--- src/hw/rtl/spbl_pkg.sv ---
// shared types and constants of the soft power button latch
package spbl_pkg;

	localparam int unsigned CNT_W     = 16;
	localparam int unsigned PHASE_W   = 4;
	localparam int unsigned CFG_IDX_W = 4;

	typedef logic [CNT_W-1:0]     cnt_t;
	typedef logic [PHASE_W-1:0]   phase_code_t;
	typedef logic [CFG_IDX_W-1:0] cfg_idx_t;

	// configuration register indexes
	localparam cfg_idx_t REG_STARTUP_DELAY = cfg_idx_t'(0);
	localparam cfg_idx_t REG_DEBOUNCE      = cfg_idx_t'(1);
	localparam cfg_idx_t REG_POLL_INTERVAL = cfg_idx_t'(2);
	localparam cfg_idx_t REG_HOLD_POLLS    = cfg_idx_t'(3);

	// register reset values
	localparam cnt_t RST_STARTUP_DELAY = cnt_t'(500);
	localparam cnt_t RST_DEBOUNCE      = cnt_t'(30);
	localparam cnt_t RST_POLL_INTERVAL = cnt_t'(20);
	localparam cnt_t RST_HOLD_POLLS    = cnt_t'(75);

	// highest phase code the sequencer ever reports
	localparam phase_code_t PHASE_LAST = phase_code_t'(8);

endpackage

--- src/hw/rtl/soft_power_button_latch.sv ---
// soft power switch with long-press turn-off, one millisecond tick per transaction
//
// input channel: in_valid/in_ready carry one button_pressed sample per tick.
// output channel: out_valid/out_ready carry supply_enable_n and sequencer_phase,
// showing the state right after the tick was applied; one result per tick.
// config channel: cfg_valid/cfg_ready write cfg_data into register cfg_index
// (0 start-up delay, 1 debounce, 2 poll interval, 3 hold poll count);
// cfg_ready is always high, unknown indexes are dropped.
// result: the result of a tick is registered and offered in the cycle after it is accepted.
// throughput: one tick per cycle while out_ready is high; the state update is a single
// 16-bit decrement and compare between the state registers and the result register.
// reset: supply off, phase 0 with the start-up delay loaded, registers at
// their defaults (500, 30, 20, 75), no result pending.
// stall: while a result waits, a new tick is still accepted if out_ready is
// high in the same cycle; otherwise in_ready drops until the result is taken.
module soft_power_button_latch
	import spbl_pkg::*;
(
	input  logic        clk,
	input  logic        arst_n,
	input  logic        in_valid,
	output logic        in_ready,
	input  logic        button_pressed,
	output logic        out_valid,
	input  logic        out_ready,
	output logic        supply_enable_n,
	output phase_code_t sequencer_phase,
	input  logic        cfg_valid,
	output logic        cfg_ready,
	input  cfg_idx_t    cfg_index,
	input  cnt_t        cfg_data
);

	typedef enum logic [PHASE_W-1:0] {
		PH_START     = 4'd0,
		PH_OFF_IDLE  = 4'd1,
		PH_ON_DEB    = 4'd2,
		PH_WAIT_REL  = 4'd3,
		PH_REL_DEB   = 4'd4,
		PH_ON_IDLE   = 4'd5,
		PH_HOLD_DEB  = 4'd6,
		PH_POLL      = 4'd7,
		PH_POLL_WAIT = 4'd8
	} phase_t;

	// configuration registers
	cnt_t startup_delay_q;
	cnt_t debounce_q;
	cnt_t poll_interval_q;
	cnt_t hold_polls_q;

	// sequencer state
	phase_t phase_q;
	cnt_t   delay_q;
	cnt_t   polls_q;
	logic   supply_on_q;

	// result register
	logic        out_valid_q;
	logic        supply_enable_n_q;
	phase_code_t seq_phase_q;

	phase_t phase_d;
	cnt_t   delay_d;
	cnt_t   polls_d;
	logic   supply_on_d;
	logic   delay_over;
	cnt_t   delay_dec;
	logic   in_take;
	logic   cfg_take;

	assign in_ready  = !out_valid_q || out_ready;
	assign in_take   = in_valid && in_ready;
	assign cfg_ready = 1'b1;
	assign cfg_take  = cfg_valid;

	assign out_valid       = out_valid_q;
	assign supply_enable_n = supply_enable_n_q;
	assign sequencer_phase = seq_phase_q;

	// running delay ends when the counter is at one or zero
	assign delay_over = (delay_q <= cnt_t'(1));
	assign delay_dec  = delay_over ? '0 : delay_q - cnt_t'(1);

	// next state for one tick
	always_comb begin
		phase_d     = phase_q;
		delay_d     = delay_q;
		polls_d     = polls_q;
		supply_on_d = supply_on_q;
		unique case (phase_q)
			PH_START: begin
				delay_d = delay_dec;
				if (delay_over) phase_d = PH_OFF_IDLE;
			end
			PH_OFF_IDLE: begin
				if (button_pressed) begin
					delay_d = debounce_q;
					phase_d = PH_ON_DEB;
				end
			end
			PH_ON_DEB: begin
				delay_d = delay_dec;
				if (delay_over) begin
					supply_on_d = 1'b1;
					phase_d     = PH_WAIT_REL;
				end
			end
			PH_WAIT_REL: begin
				if (!button_pressed) begin
					delay_d = debounce_q;
					phase_d = PH_REL_DEB;
				end
			end
			PH_REL_DEB: begin
				delay_d = delay_dec;
				if (delay_over) phase_d = supply_on_q ? PH_ON_IDLE : PH_OFF_IDLE;
			end
			PH_ON_IDLE: begin
				if (button_pressed) begin
					delay_d = debounce_q;
					phase_d = PH_HOLD_DEB;
				end
			end
			PH_HOLD_DEB: begin
				delay_d = delay_dec;
				if (delay_over) begin
					polls_d = hold_polls_q;
					phase_d = PH_POLL;
				end
			end
			PH_POLL: begin
				if (polls_q == '0) begin
					supply_on_d = 1'b0;
					phase_d     = PH_WAIT_REL;
				end else if (button_pressed) begin
					polls_d = polls_q - cnt_t'(1);
					delay_d = poll_interval_q;
					phase_d = PH_POLL_WAIT;
				end else begin
					delay_d = debounce_q;
					phase_d = PH_REL_DEB;
				end
			end
			PH_POLL_WAIT: begin
				delay_d = delay_dec;
				if (delay_over) phase_d = PH_POLL;
			end
			default: begin
				phase_d     = PH_START;
				supply_on_d = 1'b0;
				delay_d     = startup_delay_q;
			end
		endcase
	end

	// state, configuration and result registers
	always_ff @(posedge clk or negedge arst_n) begin
		if (!arst_n) begin
			startup_delay_q   <= RST_STARTUP_DELAY;
			debounce_q        <= RST_DEBOUNCE;
			poll_interval_q   <= RST_POLL_INTERVAL;
			hold_polls_q      <= RST_HOLD_POLLS;
			phase_q           <= PH_START;
			delay_q           <= RST_STARTUP_DELAY;
			polls_q           <= '0;
			supply_on_q       <= 1'b0;
			out_valid_q       <= 1'b0;
			supply_enable_n_q <= 1'b1;
			seq_phase_q       <= phase_code_t'(PH_START);
		end else begin
			// tick transaction
			if (in_take) begin
				phase_q           <= phase_d;
				delay_q           <= delay_d;
				polls_q           <= polls_d;
				supply_on_q       <= supply_on_d;
				supply_enable_n_q <= !supply_on_d;
				seq_phase_q       <= phase_code_t'(phase_d);
			end
			if (in_take) begin
				out_valid_q <= 1'b1;
			end else if (out_ready) begin
				out_valid_q <= 1'b0;
			end
			// register write transaction
			if (cfg_take) begin
				unique case (cfg_index)
					REG_STARTUP_DELAY: begin
						startup_delay_q <= cfg_data;
						if (phase_q == PH_START) delay_q <= cfg_data;
					end
					REG_DEBOUNCE:      debounce_q      <= cfg_data;
					REG_POLL_INTERVAL: poll_interval_q <= cfg_data;
					REG_HOLD_POLLS:    hold_polls_q    <= cfg_data;
					default: ;
				endcase
			end
		end
	end

endmodule

--- config.mk ---
export PLATFORM = sky130hd
export DESIGN_NAME = soft_power_button_latch
export DESIGN_NICKNAME = d
export VERILOG_FILES = /design/src/hw/rtl/spbl_pkg.sv /design/src/hw/rtl/soft_power_button_latch.sv
export SDC_FILE = /design/constraint.sdc
export NUM_CORES = 1
export LEC_CHECK = 0
export BUFFER_PORTS_ARGS = -buffer_cell sky130_fd_sc_hd__buf_4
export CAP_MARGIN = 20
export CORE_MARGIN = 4
export CORE_UTILIZATION = 55
export DETAILED_ROUTE_END_ITERATION = 6
export PLACE_DENSITY = 0.82
export RECOVER_POWER = 50
export SLEW_MARGIN = 20
export SYNTH_ARGS = -nofsm -noshare
export SYNTH_HDL_FRONTEND = slang
export SYNTH_SLANG_ARGS = --single-unit
--- constraint.sdc ---
create_clock -name clk -period 2.63 [get_ports clk]
set_input_delay 0.789 -clock clk [delete_from_list [all_inputs] [get_ports clk]]
set_output_delay 0.789 -clock clk [all_outputs]
set_load 0.02 [all_outputs]
Word level (Yosys, flattened, before mapping)
Index checks and enable logic that the tools add are counted.

Register bits after elaboration: 103. Logic and storage cells: 83.

$add $sub $neg: 2. $lt $le $gt $ge: 1. Equal/unequal tests: 21. Mux-type cells: 30. Reduce and logical (&&, ||, !) cells: 19.

Operator list (count): $mux 16 (12); $pmux 16 s4 (1); $mux 4 (9); $pmux 16 s2 (1); $pmux 4 s8 (1); $sub 16x1->16 const B (2); $ne 2x2->1 const B (9); $eq 4x2->1 const B (4); $eq 4x3->1 const B (4); $le 16x1->1 const B (1); $logic_not 16->1 (1); $eq 4x1->1 const B (2); $logic_not 4->1 (2); $reduce_and 2->1 (4); $reduce_and 8->1 (1); $reduce_or 7->1 (1); $reduce_and 5->1 (1); $reduce_or 5->1 (1); $eq 4x4->1 const B (1); $mux 1 (4); $reduce_bool 2->1 (2); $reduce_or 2->1 (2); $mux 3 (1); $pmux 1 s3 (1); 4 further kinds (5).

Depth between registers and ports, before layout
Depth in word-level cells: 7. Depth in mapped cells: 9. Depth with buffers taken out: 8.

Worst setup path before layout
OpenSTA, ideal clock, no wires.

Path kind: input port to flip-flop. Start point: input port cfg_index[0]. End point: register delay_q[10]. Library setup time: 128 ps. Data arrival time: 2436 ps. Data required time: 2502 ps. Setup slack: 66 ps. Stages on the path: 7. Buffers on the path: 2. Cell sequence: or4b_1 clkbuf_1 or4_1 clkbuf_1 and3_1 a21oi_1 o21ai_0.

Word-level cells in the longest chain between the ends: 3.

RTL lines: from (decl) (line soft_power_button_latch.sv:30) `input cfg_idx_t cfg_index,`; $logic_not 4->1 (line soft_power_button_latch.sv:188) `unique case (cfg_index)`; $mux 16 (line soft_power_button_latch.sv:188); $mux 16 (line soft_power_button_latch.sv:187) `if (cfg_take) begin`; to (signal assigned) (line soft_power_button_latch.sv:175) `delay_q <= delay_d;`; to (signal assigned) (line soft_power_button_latch.sv:191) `if (phase_q == PH_START) delay_q <= cfg_data;`; to (decl) (line soft_power_button_latch.sv:54) `cnt_t delay_q;`.

No other way between the ends. A chain may end at the register's enable or synchronous reset.

Worst setup path after layout
Start point: register delay_q[10]. End point: register polls_q[0].

Word-level cells in the longest chain between the ends: 3.

RTL lines: $le 16x1->1 (line soft_power_button_latch.sv:82) `assign delay_over = (delay_q <= cnt_t'(1));`; $ne 2x2->1 (no line); $reduce_and 5->1 (no line); to (signal assigned) (line soft_power_button_latch.sv:176) `polls_q <= polls_d;`; to (decl) (line soft_power_button_latch.sv:55) `cnt_t polls_q;`.

No other way between the ends.

==> metrics <==
Switch Pwr=2.70 mW; first-pass GRT wire length=24800 um; relative slew slack=-13.5%; # nets final=660; Clk pin slew, worst setup/hold paths=0.10 ns; Top Ports=34; Total Wirelength=15400 um; Layout area overhead=13.7%; Place WS=-0.114 ns; initial antenna violation count=0; Rows=37; Worst VDD drop=0.706 mV; Bufs on Longest Clock Path=2; Worst Skew=0.0141 ns; Initial Utilization=56.0%; switching part of the total=41.4%; # clock sinks=103; I/O Buffers=32; Final Hold Viols=0; fin crit period=2.48 ns; asr flop ratio synth=100%; failing checks=capacitance limit, slew limit; clk root buf=clkbuf_8; most frequent CP cell=or3_1; final setup vio count=0; most common cell after layout, fill and taps aside=dfrtp_1; Tightest Pin Transition=1.70 ns; GPL Wtd Cong=0.921; number of global-route vias before repair=4771; CP cell instances=nor4_4, nand4b_2, or3_1, a221o_1, buf_12, or3_1, o21ai_1; synth warn=0; Syn Area/Cell=9.92 um^2; Seq/Total Area, Yosys=45.3%; Mapped Nets=609; WS Path Type=reg -> reg; Yosys cell types=66; Iteration-0 DRC Markers=436; Antenna Cells=0; Die W=110 um; EDFF count, synth=0; Leakage=2.69 nW; layout cells sized above 1=30.3%; Sequential Power Share=40.4%; largest net degree at the start of global routing=58; routed len/inst=19.9 um; slowest CP cell=dfrtp_1; remaining antenna violation count=0; status=complete, but fails checks; f_max=404 MHz; final worst slack=0.155 ns; H-tree depth=3; post-route clock period utilization=94.1%; clock insertion delay at the later pin of the skew report=0.39 ns; die height=110 um; CP endpoint kind=flop; clock share of power=14.2%; most common flop cell mapped by yosys=dfrtp_1; Power Density=995 mW/mm^2; Synth Instances=580; max_cap viols=1; Slew Viols, Final=29; crit path buf inv count=1; GR Util All Layers=26.7%; Min-Delay Path Class=reg -> reg; commonest non-fill, non-tap cells in the layout=80 x dfrtp_1, 69 x mux2_2, 66 x buf_4; core box area=0.0103 mm^2; postcts setup bufs=0; DP HPWL=11100 um; startpoint types=flop; Crit path required time=2.94 ns; 1st-pass router iterations=5; cts bufs inserted=9; internal cell power=3.82 mW; Vias=4994; grt total ovfl=0; average via count per standard cell=6.47; DRC=0; #FFs+latches synth=103; arrival time at the worst endpoint=2.79 ns; Worst path max stage delay=0.47 ns; combinational power share=45.4%; RSZ-0062 raised after global routing=no; Post-Syn Area=0.00575 mm^2; family with the most delay on the worst path=simple AND/OR/NAND/NOR gates; DIE AREA=0.0122 mm^2; Min Hold Slack=0.520 ns; crit path max fanout=32; CTS tree=done
==> path summary, 6_finish.rpt <==
path,start,endpoint,slack (ns),depth (start not counted)
setup / recovery,delay_q[10],polls_q[0],0.15,7
hold / removal,hold_polls_q[15],hold_polls_q[15],0.52,1
setup reg to reg,delay_q[10],polls_q[0],0.15,7
hold reg to reg,hold_polls_q[15],hold_polls_q[15],0.52,1
max in group asynchronous,arst_n,hold_polls_q[6],0.51,2
min in group asynchronous,arst_n,polls_q[4],0.83,1
==> cell usage after synthesis (4+ instances only) <==
cell       count  share of area [%]
dfrtp_1       80                 35
mux2_2        69                 14
nor2_1        48                3.1
a21oi_1       41                3.6
o21ai_0       37                3.2
nor3_1        33                2.9
nand2_1       32                2.1
clkbuf_1      26                1.7
dfstp_2       23                 11
a31oi_1       13                1.4
inv_1         13               0.85
nand3_1       11               0.96
o21bai_1       8                1.0
a221oi_1       7                1.1
nand2b_1       7               0.76
or3_1          7               0.76
a22oi_1        6               0.78
and3_1         6               0.65
o22ai_1        6               0.65
or4_1          6               0.78
xnor2_1        6               0.91
o211ai_1       5               0.65
a211oi_1       4               0.52
buf_2          4               0.35
nor2b_1        4               0.43
nor4_1         4               0.43
o21ai_1        4               0.35
o22a_1         4               0.61
o2bb2ai_1      4               0.61
==> power groups by stage <==
stage / combinational (mW) / clock (mW) / sequential (mW)
after global placement: 2.82 / 0 / 2.61
after floorplan: 1.98 / 0 / 2.53
after detailed placement: 2.90 / 0 / 2.64
final: 2.96 / 0.923 / 2.63
after CTS: 2.92 / 0.938 / 2.61
after global routing: 3.24 / 1.00 / 2.70
==> metal layers <==
| layer | vias up | wire (um) | GRT usage (%) |
|---|---|---|---|
| met2 | 224 | 7180 | 41.3 |
| met3 | 32 | 1100 | 5.36 |
| li1 | 2273 | - | - |
| met1 | 2465 | 6680 | 37.5 |
| met4 | 0 | 424 | 9.67 |
| met5 | - | 0 | 0 |
==> flip-flops by register name, summed over array words and instances (netlist names) <==
name	cells
sequencer_phase	4
supply_enable_n	1
supply_on_q	1
poll_interval_q	16
debounce_q	16
out_valid	1
polls_q	16
hold_polls_q	16
delay_q	16
startup_delay_q	16
==> area by class of cell <==
class,count,area [um^2]
Clock buffer,10,128
Clock inverter,6,45.0
Fill cell,861,3730
Inverter,13,48.8
Multi-Input combinational cell,430,2960
Sequential cell,103,2610
Tap cell,136,170
Timing Repair Buffer,74,583
==> metrics by stage <==
step / power [mW] / utilization (%) / area (um^2) / instances / TNS (ns)
global route: 6.93 / 63.7 / 6540 / 772 / 0
global placement: 5.43 / 62.1 / 6380 / 756 / -0.247
finish: 6.51 / 63.7 / 6540 / 772 / 0
detailed placement: 5.54 / 62.1 / 6380 / 756 / -0.586
floorplan: 4.51 / - / 5750 / 580 / 0
CTS: 6.47 / 63.8 / 6550 / 772 / 0
==> logic make-up after synthesis <==
logic type / count (synthesis) / share of synthesized area, %
fa+ha+maj: 3 / 0.653
mux: 69 / 13.5
xor+xnor: 6 / 0.914
buf+inv: 47 / 3.35
other cells: 1 / 0.0652
flops: 103 / 45.3
simple gates: 184 / 17.4
compound gates: 167 / 18.8
==> what timing repair did <==
action,CTS,global route
endpoints found under the setup margin,0,6
hold buffers,0,0
gates resized for setup,0,1
Power figures use the tool's default switching activity.
